File: src/hdl/scs_pkg.sv
// Shared types, character codes and defaults for the script comment stripper.
package scs_pkg;

   localparam int HOLD_DEPTH_DEF = 60;

   localparam logic [7:0] CH_HASH   = 8'h23;
   localparam logic [7:0] CH_SQUOTE = 8'h27;
   localparam logic [7:0] CH_DQUOTE = 8'h22;
   localparam logic [7:0] CH_BSLASH = 8'h5C;
   localparam logic [7:0] CH_SPACE  = 8'h20;
   localparam logic [7:0] CH_TAB    = 8'h09;
   localparam logic [7:0] CH_NL     = 8'h0A;

   typedef enum logic [1:0] {
      LEX_CODE,
      LEX_SQ,
      LEX_DQ,
      LEX_CMT
   } lex_mode_type;

   typedef enum logic [1:0] {
      CTRL_IDLE,
      CTRL_FLUSH,
      CTRL_TAIL
   } ctrl_state_type;

   typedef struct packed {
      logic accept;
      logic emit_direct;
      logic flush_emit;
      logic tail_emit;
   } dp_cmd_type;

   typedef struct packed {
      logic       plan_flush;
      logic [1:0] plan_tail_n;
      logic       flush_last;
      logic       tail_last;
      logic       out_free;
   } dp_sts_type;

endpackage

File: src/hdl/script_comment_stripper_top.sv
// Top level of the script comment stripper: controller plus datapath.
//
//   channel  direction  handshake             payload
//   req      in         req_valid/req_stall   req_in_byte, req_end_of_file
//   rsp      out        rsp_valid/rsp_stall   rsp_out_byte, rsp_last_of_run
//   csr      in         csr_wr_en             csr_wr_data (drop blank lines)
//
// While rsp is not stalled, plain text streams at one byte per cycle. An item
// that releases N held blanks and T further bytes (T up to three) emits the
// blanks first and then the bytes: the output register takes one byte per
// cycle and the blank store is read at one entry per cycle.
// Reset is synchronous; the blank store needs no clearing pass after it.
// A stall on rsp holds the result and the sequencer; req_stall is high while an
// item's results are still being produced.
module script_comment_stripper_top #(
   parameter int HOLD_DEPTH = scs_pkg::HOLD_DEPTH_DEF
) (
   input  logic       clock,
   input  logic       reset,
   input  logic       req_valid,
   output logic       req_stall,
   input  logic [7:0] req_in_byte,
   input  logic       req_end_of_file,
   output logic       rsp_valid,
   input  logic       rsp_stall,
   output logic [7:0] rsp_out_byte,
   output logic       rsp_last_of_run,
   input  logic       csr_wr_en,
   input  logic       csr_wr_data
);

   scs_pkg::dp_cmd_type cmd;
   scs_pkg::dp_sts_type sts;

   scs_ctrl u_ctrl (
      .clock     (clock),
      .reset     (reset),
      .req_valid (req_valid),
      .req_stall (req_stall),
      .sts       (sts),
      .cmd       (cmd)
   );

   scs_datapath #(
      .HOLD_DEPTH (HOLD_DEPTH)
   ) u_datapath (
      .clock           (clock),
      .reset           (reset),
      .req_in_byte     (req_in_byte),
      .req_end_of_file (req_end_of_file),
      .rsp_valid       (rsp_valid),
      .rsp_stall       (rsp_stall),
      .rsp_out_byte    (rsp_out_byte),
      .rsp_last_of_run (rsp_last_of_run),
      .csr_wr_en       (csr_wr_en),
      .csr_wr_data     (csr_wr_data),
      .cmd             (cmd),
      .sts             (sts)
   );

endmodule

File: src/hdl/scs_ram.sv
// Generic simple dual-port RAM with registered read data.
module scs_ram #(
   parameter int WIDTH = 1,
   parameter int DEPTH = 2,
   localparam int ADDR_W = (DEPTH > 1) ? $clog2(DEPTH) : 1
) (
   input  logic              clock,
   input  logic              wr_en,
   input  logic [ADDR_W-1:0] wr_addr,
   input  logic [WIDTH-1:0]  wr_data,
   input  logic              rd_en,
   input  logic [ADDR_W-1:0] rd_addr,
   output logic [WIDTH-1:0]  rd_data
);

   logic [WIDTH-1:0] mem_ff [DEPTH];
   logic [WIDTH-1:0] rd_data_ff;

   always_ff @(posedge clock) begin
      if (wr_en) begin
         mem_ff[wr_addr] <= wr_data;
      end
      if (rd_en) begin
         rd_data_ff <= mem_ff[rd_addr];
      end
   end

   assign rd_data = rd_data_ff;

endmodule

File: src/hdl/scs_datapath.sv
// Datapath: lexer state, held-blank store, per-item emit plan and output register.
module scs_datapath #(
   parameter int HOLD_DEPTH = scs_pkg::HOLD_DEPTH_DEF
) (
   input  logic                clock,
   input  logic                reset,
   input  logic [7:0]          req_in_byte,
   input  logic                req_end_of_file,
   output logic                rsp_valid,
   input  logic                rsp_stall,
   output logic [7:0]          rsp_out_byte,
   output logic                rsp_last_of_run,
   input  logic                csr_wr_en,
   input  logic                csr_wr_data,
   input  scs_pkg::dp_cmd_type cmd,
   output scs_pkg::dp_sts_type sts
);

   localparam int IDX_W = (HOLD_DEPTH > 1) ? $clog2(HOLD_DEPTH) : 1;
   localparam int CNT_W = $clog2(HOLD_DEPTH + 1);

   // Lexer and line state.
   scs_pkg::lex_mode_type mode_ff, mode_in;
   logic                  esc_ff, esc_in;
   logic                  content_ff, content_in;
   logic                  drop_ff, drop_in;
   logic [CNT_W-1:0]      held_cnt_ff, held_cnt_in;

   // Work of the item in progress.
   logic [CNT_W-1:0]      flush_cnt_ff, flush_cnt_in;
   logic [IDX_W-1:0]      idx_ff, idx_in;
   logic [2:0][7:0]       tail_ff, tail_in;
   logic [1:0]            tail_n_ff, tail_n_in;
   logic [1:0]            tail_k_ff, tail_k_in;

   // Output register.
   logic                  rsp_valid_ff, rsp_valid_in;
   logic [7:0]            rsp_byte_ff, rsp_byte_in;
   logic                  rsp_last_ff, rsp_last_in;

   // Plan for the offered item.
   scs_pkg::lex_mode_type p_mode;
   logic                  p_esc, p_cont, p_flush, p_hold_wr, p_run_end;
   logic [CNT_W-1:0]      p_held;
   logic [2:0][7:0]       p_tail;
   logic [1:0]            p_n;
   logic                  is_ws, is_sq, is_dq;

   logic                  ram_rd_en;
   logic [IDX_W-1:0]      ram_rd_addr;
   logic                  ram_rd_data;
   logic                  flush_last, tail_last, out_free;

   assign is_ws = (req_in_byte == scs_pkg::CH_SPACE) || (req_in_byte == scs_pkg::CH_TAB);
   assign is_sq = (req_in_byte == scs_pkg::CH_SQUOTE);
   assign is_dq = (req_in_byte == scs_pkg::CH_DQUOTE);

   // Each path that emits anything flushes held blanks first, so the held run always
   // leads the item's results and up to three bytes follow it.
   always_comb begin
      p_mode    = mode_ff;
      p_esc     = esc_ff;
      p_cont    = content_ff;
      p_held    = held_cnt_ff;
      p_flush   = 1'b0;
      p_hold_wr = 1'b0;
      p_run_end = 1'b0;
      p_tail    = '0;
      p_n       = 2'd0;
      if (req_in_byte == scs_pkg::CH_NL) begin
         p_run_end = 1'b1;
      end else begin
         unique case (mode_ff)
            scs_pkg::LEX_CODE: begin
               if (req_in_byte == scs_pkg::CH_HASH) begin
                  p_mode = scs_pkg::LEX_CMT;
               end else if (is_sq || is_dq) begin
                  p_flush   = 1'b1;
                  p_tail[p_n] = req_in_byte;
                  p_n       = p_n + 2'd1;
                  p_cont    = 1'b1;
                  p_mode    = is_sq ? scs_pkg::LEX_SQ : scs_pkg::LEX_DQ;
               end else if (is_ws) begin
                  if (content_ff || !drop_ff) begin
                     p_flush   = 1'b1;
                     p_tail[p_n] = req_in_byte;
                     p_n       = p_n + 2'd1;
                  end else if (held_cnt_ff == CNT_W'(HOLD_DEPTH)) begin
                     p_flush   = 1'b1;
                     p_tail[p_n] = req_in_byte;
                     p_n       = p_n + 2'd1;
                     p_cont    = 1'b1;
                  end else begin
                     p_hold_wr = 1'b1;
                     p_held    = held_cnt_ff + CNT_W'(1);
                  end
               end else begin
                  p_flush   = 1'b1;
                  p_tail[p_n] = req_in_byte;
                  p_n       = p_n + 2'd1;
                  p_cont    = 1'b1;
               end
            end
            scs_pkg::LEX_SQ, scs_pkg::LEX_DQ: begin
               p_flush   = 1'b1;
               p_tail[p_n] = req_in_byte;
               p_n       = p_n + 2'd1;
               p_cont    = 1'b1;
               if (esc_ff) begin
                  p_esc = 1'b0;
               end else if (req_in_byte == scs_pkg::CH_BSLASH) begin
                  p_esc = 1'b1;
               end else if ((mode_ff == scs_pkg::LEX_SQ && is_sq) ||
                            (mode_ff == scs_pkg::LEX_DQ && is_dq)) begin
                  p_mode = scs_pkg::LEX_CODE;
               end
            end
            scs_pkg::LEX_CMT: begin
            end
            default: begin
            end
         endcase
         p_run_end = req_end_of_file;
      end
      if (p_run_end) begin
         // An open quote is closed at the end of the line.
         if (p_mode == scs_pkg::LEX_SQ) begin
            p_flush   = 1'b1;
            p_tail[p_n] = scs_pkg::CH_SQUOTE;
            p_n       = p_n + 2'd1;
            p_cont    = 1'b1;
         end else if (p_mode == scs_pkg::LEX_DQ) begin
            p_flush   = 1'b1;
            p_tail[p_n] = scs_pkg::CH_DQUOTE;
            p_n       = p_n + 2'd1;
            p_cont    = 1'b1;
         end
         if (p_cont || !drop_ff) begin
            p_flush   = 1'b1;
            p_tail[p_n] = scs_pkg::CH_NL;
            p_n       = p_n + 2'd1;
         end
         p_mode = scs_pkg::LEX_CODE;
         p_esc  = 1'b0;
         p_cont = 1'b0;
      end
   end

   assign flush_last = (CNT_W'(idx_ff) + CNT_W'(1)) == flush_cnt_ff;
   assign tail_last  = (tail_k_ff + 2'd1) == tail_n_ff;
   assign out_free   = !rsp_valid_ff || !rsp_stall;

   assign sts.plan_flush  = p_flush && (held_cnt_ff != '0);
   assign sts.plan_tail_n = p_n;
   assign sts.flush_last  = flush_last;
   assign sts.tail_last   = tail_last;
   assign sts.out_free    = out_free;

   // The first held blank is read while the item is taken; each emitted blank
   // fetches the next one.
   assign ram_rd_en   = cmd.accept || (cmd.flush_emit && !flush_last);
   assign ram_rd_addr = cmd.accept ? '0 : IDX_W'(idx_ff + IDX_W'(1));

   scs_ram #(
      .WIDTH (1),
      .DEPTH (HOLD_DEPTH)
   ) u_hold_ram (
      .clock   (clock),
      .wr_en   (cmd.accept && p_hold_wr),
      .wr_addr (held_cnt_ff[IDX_W-1:0]),
      .wr_data (req_in_byte == scs_pkg::CH_TAB),
      .rd_en   (ram_rd_en),
      .rd_addr (ram_rd_addr),
      .rd_data (ram_rd_data)
   );

   always_comb begin
      mode_in      = mode_ff;
      esc_in       = esc_ff;
      content_in   = content_ff;
      held_cnt_in  = held_cnt_ff;
      drop_in      = csr_wr_en ? csr_wr_data : drop_ff;
      flush_cnt_in = flush_cnt_ff;
      idx_in       = idx_ff;
      tail_in      = tail_ff;
      tail_n_in    = tail_n_ff;
      tail_k_in    = tail_k_ff;
      if (cmd.accept) begin
         mode_in      = p_mode;
         esc_in       = p_esc;
         content_in   = p_cont;
         held_cnt_in  = (p_flush || p_run_end) ? '0 : p_held;
         flush_cnt_in = held_cnt_ff;
         idx_in       = '0;
         tail_in      = p_tail;
         tail_n_in    = p_n;
         tail_k_in    = 2'd0;
      end
      if (cmd.flush_emit) begin
         idx_in = idx_ff + IDX_W'(1);
      end
      if (cmd.tail_emit) begin
         tail_k_in = tail_k_ff + 2'd1;
      end
   end

   always_comb begin
      rsp_valid_in = rsp_valid_ff && rsp_stall;
      rsp_byte_in  = rsp_byte_ff;
      rsp_last_in  = rsp_last_ff;
      priority if (cmd.emit_direct) begin
         rsp_valid_in = 1'b1;
         rsp_byte_in  = p_tail[0];
         rsp_last_in  = 1'b1;
      end else if (cmd.flush_emit) begin
         rsp_valid_in = 1'b1;
         rsp_byte_in  = ram_rd_data ? scs_pkg::CH_TAB : scs_pkg::CH_SPACE;
         rsp_last_in  = 1'b0;
      end else if (cmd.tail_emit) begin
         rsp_valid_in = 1'b1;
         rsp_byte_in  = tail_ff[tail_k_ff];
         rsp_last_in  = tail_last;
      end else begin
      end
   end

   always_ff @(posedge clock) begin
      if (reset) begin
         mode_ff      <= scs_pkg::LEX_CODE;
         esc_ff       <= 1'b0;
         content_ff   <= 1'b0;
         held_cnt_ff  <= '0;
         drop_ff      <= 1'b1;
         rsp_valid_ff <= 1'b0;
      end else begin
         mode_ff      <= mode_in;
         esc_ff       <= esc_in;
         content_ff   <= content_in;
         held_cnt_ff  <= held_cnt_in;
         drop_ff      <= drop_in;
         rsp_valid_ff <= rsp_valid_in;
      end
   end

   always_ff @(posedge clock) begin
      flush_cnt_ff <= flush_cnt_in;
      idx_ff       <= idx_in;
      tail_ff      <= tail_in;
      tail_n_ff    <= tail_n_in;
      tail_k_ff    <= tail_k_in;
      rsp_byte_ff  <= rsp_byte_in;
      rsp_last_ff  <= rsp_last_in;
   end

   assign rsp_valid       = rsp_valid_ff;
   assign rsp_out_byte    = rsp_byte_ff;
   assign rsp_last_of_run = rsp_last_ff;

endmodule

File: src/hdl/scs_ctrl.sv
// Controller: sequences held-blank flushes and trailing bytes of each item.
module scs_ctrl (
   input  logic                clock,
   input  logic                reset,
   input  logic                req_valid,
   output logic                req_stall,
   input  scs_pkg::dp_sts_type sts,
   output scs_pkg::dp_cmd_type cmd
);

   scs_pkg::ctrl_state_type state_ff, state_in;
   logic                    direct;

   // A single result with nothing held goes straight to a free output register.
   assign direct = !sts.plan_flush && (sts.plan_tail_n == 2'd1) && sts.out_free;

   always_comb begin
      state_in = state_ff;
      unique case (state_ff)
         scs_pkg::CTRL_IDLE: begin
            if (req_valid) begin
               if (sts.plan_flush) begin
                  state_in = scs_pkg::CTRL_FLUSH;
               end else if (sts.plan_tail_n != 2'd0 && !direct) begin
                  state_in = scs_pkg::CTRL_TAIL;
               end
            end
         end
         scs_pkg::CTRL_FLUSH: begin
            if (sts.out_free && sts.flush_last) begin
               state_in = scs_pkg::CTRL_TAIL;
            end
         end
         scs_pkg::CTRL_TAIL: begin
            if (sts.out_free && sts.tail_last) begin
               state_in = scs_pkg::CTRL_IDLE;
            end
         end
         default: begin
            state_in = scs_pkg::CTRL_IDLE;
         end
      endcase
   end

   always_comb begin
      req_stall       = 1'b1;
      cmd.accept      = 1'b0;
      cmd.emit_direct = 1'b0;
      cmd.flush_emit  = 1'b0;
      cmd.tail_emit   = 1'b0;
      unique case (state_ff)
         scs_pkg::CTRL_IDLE: begin
            req_stall       = 1'b0;
            cmd.accept      = req_valid;
            cmd.emit_direct = req_valid && direct;
         end
         scs_pkg::CTRL_FLUSH: begin
            cmd.flush_emit = sts.out_free;
         end
         scs_pkg::CTRL_TAIL: begin
            cmd.tail_emit = sts.out_free;
         end
         default: begin
         end
      endcase
   end

   always_ff @(posedge clock) begin
      if (reset) begin
         state_ff <= scs_pkg::CTRL_IDLE;
      end else begin
         state_ff <= state_in;
      end
   end

endmodule

File: config.mk
export PLATFORM = sky130hd
export DESIGN_NAME = script_comment_stripper_top
export DESIGN_NICKNAME = d
export VERILOG_FILES = /design/src/hdl/scs_pkg.sv /design/src/hdl/script_comment_stripper_top.sv /design/src/hdl/scs_ram.sv /design/src/hdl/scs_datapath.sv /design/src/hdl/scs_ctrl.sv
export SDC_FILE = /design/constraint.sdc
export NUM_CORES = 1
export LEC_CHECK = 0
export BUFFER_PORTS_ARGS = -buffer_cell sky130_fd_sc_hd__buf_2
export CORE_UTILIZATION = 45
export CTS_BUF_LIST = sky130_fd_sc_hd__clkbuf_4 sky130_fd_sc_hd__clkbuf_8
export CTS_CLUSTER_SIZE = 12
export DETAILED_ROUTE_END_ITERATION = 12
export HOLD_SLACK_MARGIN = 0.12
export PLACE_DENSITY = 0.62
export SYNTH_ARGS = -nofsm -noshare
export SYNTH_HDL_FRONTEND = slang
export SYNTH_SLANG_ARGS = --single-unit
File: constraint.sdc
create_clock -name clock -period 4.9 [get_ports clock]
set_input_delay 0.245 -clock clock [delete_from_list [all_inputs] [get_ports clock]]
set_output_delay 0.245 -clock clock [all_outputs]
set_load 0.01 [all_outputs]
Yosys cells after proc, flatten, opt, wreduce, memory -nomap -nowiden
Memory sizes are Yosys's and may differ from the RTL's. A register that Yosys moved wholly into a read port is not among the register bits.
Index checks and enable logic that the tools add are counted.
Widths: inputs -> output; s select.

storage, ports and cells
  bits in registers = 63
  output and inout bits = 11
  bits in writable memories = 60
  word-level logic and storage cells = 214
  memories kept = 1
  input bits = 15
  bits in read-only memories = 0
  bits in latches = 0

operators by class
  multiplexer cells = 108
  shifts and indexed selects = 0
  reduce and logical (&&, ||, !) cells = 43
  $lt $le $gt $ge = 5
  divide/modulo/power cells = 0
  add/sub/neg operators = 5
  bitwise gates (word level) = 9
  multipliers = 0
  eq/ne operators = 27

memories
  name                          words  bits a word  read ports  clocked after Yosys merged registers in  wr ports  RTL line       source
  u_datapath.u_hold_ram.mem_ff  60     1            1           1                                        1         scs_ram.sv:16  logic [WIDTH-1:0] mem_ff [DEPTH];

operators by type and width
  kind                 number
  $mux 8               13
  $mux 24              4
  $mux 6               12
  $mux 2               26
  $mux 1               44
  $not 18->18          2
  $demux 8 s2          2
  $eq 8x6->1 const B   4
  $and 18x18->18       1
  $and 6x18->18        1
  $bmux 8 s2           1
  $eq 8x4->1 const B   2
  $pmux 8 s2           1
  $logic_and 1x1->1    14
  $reduce_bool 2->1    7
  $add 6x1->6 const B  2
  $and 4x12->12        1
  $ne 2x2->1 const B   6
  $not 12->12          1
  $or 4x12->12         1
  $lt 2x3->1 const B   3
  $eq 2x1->1 const B   4
  $eq 8x7->1 const B   1
  $logic_or 1x1->1     8
  21 further kinds     36

Logic depth before layout (Yosys ltp)
  depth in word-level cells = 25
  depth in mapped cells = 18
  mapped depth without buffers = 17

Cells and area by module
From an unflattened synthesis, not the netlist that was laid out.

second synthesis, totals
  cell total of the unflattened synthesis = 517
  area, all modules = 6065.8 sq um

by module, submodules not included
  module        times used  cells each  area an instance (sq um)
  scs_datapath  1           305         3090.5
  scs_ram       1           192         2822.7
  scs_ctrl      1           20          152.6

Worst setup path before layout
OpenSTA, ideal clock, no wires.

  kind = input-to-reg
  start point = input req_in_byte[4]
  end point = register u_datapath.rsp_byte_ff[0], in the netlist u_datapath.rsp_out_byte[0] (enable)
  setup slack = 902 ps
  stages on the path = 14
  data arrival time = 3614 ps
  path buffers = 1
  library setup time = 384 ps
  cells stage by stage = or4b_4 > or2_1 > or3_4 > a311o_1 > nor2_1 > ha_1 > inv_1 > a21boi_0 > ha_1 > o21ai_0 > mux2i_1 > o2111ai_2 > buf_6 > o21ai_0

on the way
  cells in the longest elaborated chain, start to end = 22
  elaborated cells between the ends (all ways) = 61
  classes of those cells = add/sub: 2; eq/ne: 10; mux: 37; reduce/logical: 12

RTL lines
  what                                                                  RTL line                           source
  start, declared                                                       script_comment_stripper_top.sv:22  input logic [7:0] req_in_byte,
  parallel branches: the longest is 17 deep, another holds $add 2x1->2  --
  $logic_and 1x1->1 * (2 in series)                                     scs_ctrl.sv:15                     assign direct = !sts.plan_flush && (sts.plan_tail_n == 2'd1) && sts.out_free;
  $logic_and 1x1->1 *                                                   scs_ctrl.sv:55                     cmd.emit_direct = req_valid && direct;
  $mux 2 *                                                              scs_ctrl.sv:51                     unique case (state_ff)
  $reduce_bool 3->1 (no source line) *                                  --
  end signal, assigned                                                  scs_datapath.sv:251                rsp_byte_ff <= rsp_byte_in;
  end, declared                                                         scs_datapath.sv:38                 logic [7:0] rsp_byte_ff, rsp_byte_in;

Mark *: on every way between the ends. The select of a mux whose other input is x is not followed.
A chain may end at the register's enable or synchronous reset.

Worst setup path after layout
  start point = register u_datapath.mode_ff[0]
  end point = register u_datapath.rsp_byte_ff[2], in the netlist u_datapath.rsp_out_byte[2], data pin

on the way
  cells in the longest elaborated chain, start to end = 22
  elaborated cells between the ends (all ways) = 67
  classes of those cells = add/sub: 2; order compare: 4; eq/ne: 5; mux: 38; bitwise: 5; reduce/logical: 13

RTL lines
  what                                                                 RTL line             source
  start, declared                                                      scs_datapath.sv:23   scs_pkg::lex_mode_type mode_ff, mode_in;
  start signal, assigned                                               scs_datapath.sv:229  mode_ff <= scs_pkg::LEX_CODE;
  start signal, assigned                                               scs_datapath.sv:236  mode_ff <= mode_in;
  parallel branches: the longest is 21 deep, another holds $eq 2x1->1  --
  $mux 8 *                                                             scs_datapath.sv:211  priority if (cmd.emit_direct) begin
  named net u_datapath.rsp_byte_in[2]                                  scs_datapath.sv:38

Mark *: on every way through the listed nets, which the timed path passes. The select of a mux whose other input is x is not followed.

==> flow_summary_export.csv <==
group,metric,value,unit
outcome,status,"finished clean",
setup_path,worstPathMaxFanout,11,
floorplan,fp.dieH,118,um
clock_tree,post_cts.repair.setup_buffers,0,
synthesis,synthCells,560,
route,routedWlPerCell,17.4,um
synthesis,synth-edff-count,98,
timing,finClkSkew,0.0100,ns
synthesis,synth-main-ff-cell,"edfxtp_1",
setup_path,startpoint_type,"register",
setup_path,critical_path.max_stage_delay,0.48,ns
route,dr.pass1.iters,5,
setup_path,cp.required,5.08,ns
finish,area_growth,10.7,%
synthesis,synth_area,0.00603,mm2
clock_tree,clk_path_buf_depth,2,
floorplan,die-area,0.0139,mm2
floorplan,start_util,47.1,%
synthesis,synth_top_area_share,48.8,%
global_routing,grt_pass1_wl,21.4,mm
synthesis,synthArstFlopShare,0,%
synthesis,seq_area_frac_synth,53.7,%
synthesis,yosysTopAreaCell,"edfxtp_1",
placement,hpwl,8.83,mm
clock_tree,cts_buffers,17,
route,viasPerCell,5.63,
setup_path,path_buf_inv,0,
synthesis,syn_nets,588,
job,cap_violations,0,
clock_tree,hold_buffers,3,
timing,finalMaxSlewViolations,0,
setup_path,cp_slowest_cell,"a21boi_0",
route,drt-total-wl,13.4,mm
pwr,p_leak,2.34,nW
clock_tree,clk_pin_slew,0.07,ns
timing,fmax,232,MHz
timing,maxSlewHeadroom,50.7,%
setup_path,reg2reg_depth,13,
timing,worst_slew_pin_slew,0.734,ns
clock_tree,cts_tree,"built",
placement,portBuffers,25,
setup_path,crit_path_frequent_cell,"ha_1",
global_routing,grt.total_usage,20.0,%
finish,final_cells,770,
global_routing,grt_pass1_vias,4052,
route,vias,4333,
route,drtIter0Drc,371,
route,drtAntennaViolNets,0,
synthesis,synth-seq-cells,113,
route,wl_met2,6.20,mm
setup_path,cp_top_family,"compound AO/OA/AOI/OAI gates",
timing,setup_viol,0,
finish,layout_commonest_cell,"nor2_1",
finish,most-common-layout-cells,"108 x nor2_1, 98 x edfxtp_1, 40 x nand2_1",
floorplan,ios,26,
placement,dp.cells,735,
timing,period_needed,4.32,ns
timing,fin_tns_setup,0,ns
placement,gp_congestion,0.816,
synthesis,syn_avg_cell_area,10.8,um2
setup_path,timing.critical_path.depth,13,
setup_path,cp_cell_sequence,"ha_1 > nor3b_1 > a21oi_1 > nor3_1 > a311o_1 > nor2_1 > ha_1 > a21boi_0 > ha_1 > o21ai_0 > mux2i_1 > o2111ai_2 > mux2_4",
min_path,min_delay_path_depth,3,
synthesis,synth_area_leaders,"edfxtp_1 49%, nor2_1 6.7%, dfxtp_1 5.0%",
route,drc,0,
pwr,powerDensity,436,mW/mm2
finish,fin_util,52.1,%
route,routed.top_layer,"met4",
clock_tree,ctsResizeCount,0,
global_routing,grt_antenna_before_repair,0,
timing,timing.final.crit_share,88.2,%
finish,nFillCells,1166,
setup_path,crit_path_end_kind,"register",
floorplan,core,0.0128,mm2
synthesis,ys_types,73,
timing,rsz0062_at_grt,"no",
clock_tree,root_buffer,"clkbuf_8",
synthesis,yosysWarnings,0,
finish,drive_gt1_share,17.6,%
clock_tree,htreeDepth,4,
route,wl_met3,696,um
timing,hold_violations,0,
floorplan,die_w,118,um
global_routing,overflow,0,
route,m1WireLength,6.34,mm
clock_tree,cts_sinks,113,
setup_path,arrival,4.50,ns
setup_path,crit_type,"reg2reg",
finish,diodes,0,
floorplan,core.rowCount,41,
min_path,min_path_type,"in2reg",
finish,fin_nets,613,
pwr,ir_drop,0.164,mV
global_routing,grt_max_degree,61,
clock_tree,clk_latency,0.44,ns
## cell usage after synthesis (6+ instances only)
library cell / number
nor2_1: 108
edfxtp_1: 98
nand2_1: 40
a21oi_1: 25
clkbuf_1: 21
o21ai_0: 21
inv_1: 19
dfxtp_1: 15
nand3_1: 15
ha_1: 13
mux2i_1: 12
xnor2_1: 10
nor3_1: 9
or2_2: 9
a211oi_1: 8
mux4_2: 8
xor2_1: 8
and3_1: 6
nor4_1: 6
## per-stage QoR
step | cell area (um2) | power (mW) | hold slack [ns] | setup WS (ns)
5_1_grt | 6680 | 3.06 | 0.238 | 0.208
4_1_cts | 6680 | 2.93 | 0.202 | 0.608
3_5_place_dp | 6280 | 2.10 | 0.454 | 0.421
2_1_floorplan | 6030 | 1.87 | 0.363 | 0.902
6_report | 6680 | 2.91 | 0.229 | 0.580
3_3_place_gp | 6280 | 2.09 | 0.445 | 0.532
## cell type report
class / count / area (um2) / share of cell area [%]
Inverter: 20 / 75.1 / 1.12
Sequential cell: 113 / 3240 / 48.5
Timing Repair Buffer: 36 / 215 / 3.22
Clock inverter: 12 / 118 / 1.76
Tap cell: 172 / 215 / 3.22
Multi-Input combinational cell: 397 / 2560 / 38.3
Clock buffer: 20 / 256 / 3.84
## routing by layer
layer / track usage (%) / vias to the layer above
met3: 4.26 / 17
met2: 31.7 / 112
met1: 27.4 / 2100
li1: - / 2104
met4: 6.01 / 0
met5: 0 / -
## power breakdown
part,total (mW),switching [mW],leakage (nW),internal [mW]
Sequential,1.28,0.0886,1.03,1.19
Clock,0.835,0.375,0.185,0.459
Combinational,0.802,0.461,1.13,0.341
## sequential cells by signal (all words and copies together), names as in the netlist
register	flops
u_datapath.idx_ff	6
u_datapath.tail_ff	13
u_datapath.flush_cnt_ff	6
u_datapath.content_ff	1
u_datapath.esc_ff	1
u_datapath.held_cnt_ff	6
u_datapath.rsp_out_byte	8
u_datapath.u_hold_ram.mem_ff	60
u_ctrl.state_ff	2
u_datapath.drop_ff	1
u_datapath.tail_n_ff	2
u_datapath.tail_k_ff	2
u_datapath.u_hold_ram.rd_data	1
u_datapath.mode_ff	2
u_datapath.rsp_valid	1
u_datapath.rsp_last_of_run	1
## worst min-delay path, stage by stage
cell,delay (ns)
buf_2,0.13
nand2_1,0.11
inv_1,0.07
## worst paths after layout
path	from	endpoint	slack [ns]
setup / recovery	u_datapath.mode_ff[0]$_SDFFE_PP0P_	u_datapath.rsp_out_byte[2]$_DFFE_PP_	0.58
hold reg to reg	u_datapath.content_ff$_SDFFE_PP0P_	u_datapath.content_ff$_SDFFE_PP0P_	0.53
setup reg to reg	u_datapath.mode_ff[0]$_SDFFE_PP0P_	u_datapath.rsp_out_byte[2]$_DFFE_PP_	0.58
hold / removal	req_in_byte[6]	u_datapath.tail_ff[6]$_DFFE_PP_	0.23
## logic make-up (layout without fill, tap and decap cells)
kind of cell / Yosys count / count (layout) / synth area share [%]
AO/OA/AOI/OAI: 103 / 103 / 11.6
XOR/XNOR: 18 / 18 / 2.61
adder cells (fa/ha/maj): 13 / 13 / 2.70
buffers and inverters: 50 / 88 / 3.84
flip-flops: 113 / 113 / 53.7
multiplexers: 28 / 28 / 6.72
AND/OR/NAND/NOR: 235 / 235 / 18.8
Power figures use the tool's default switching activity.
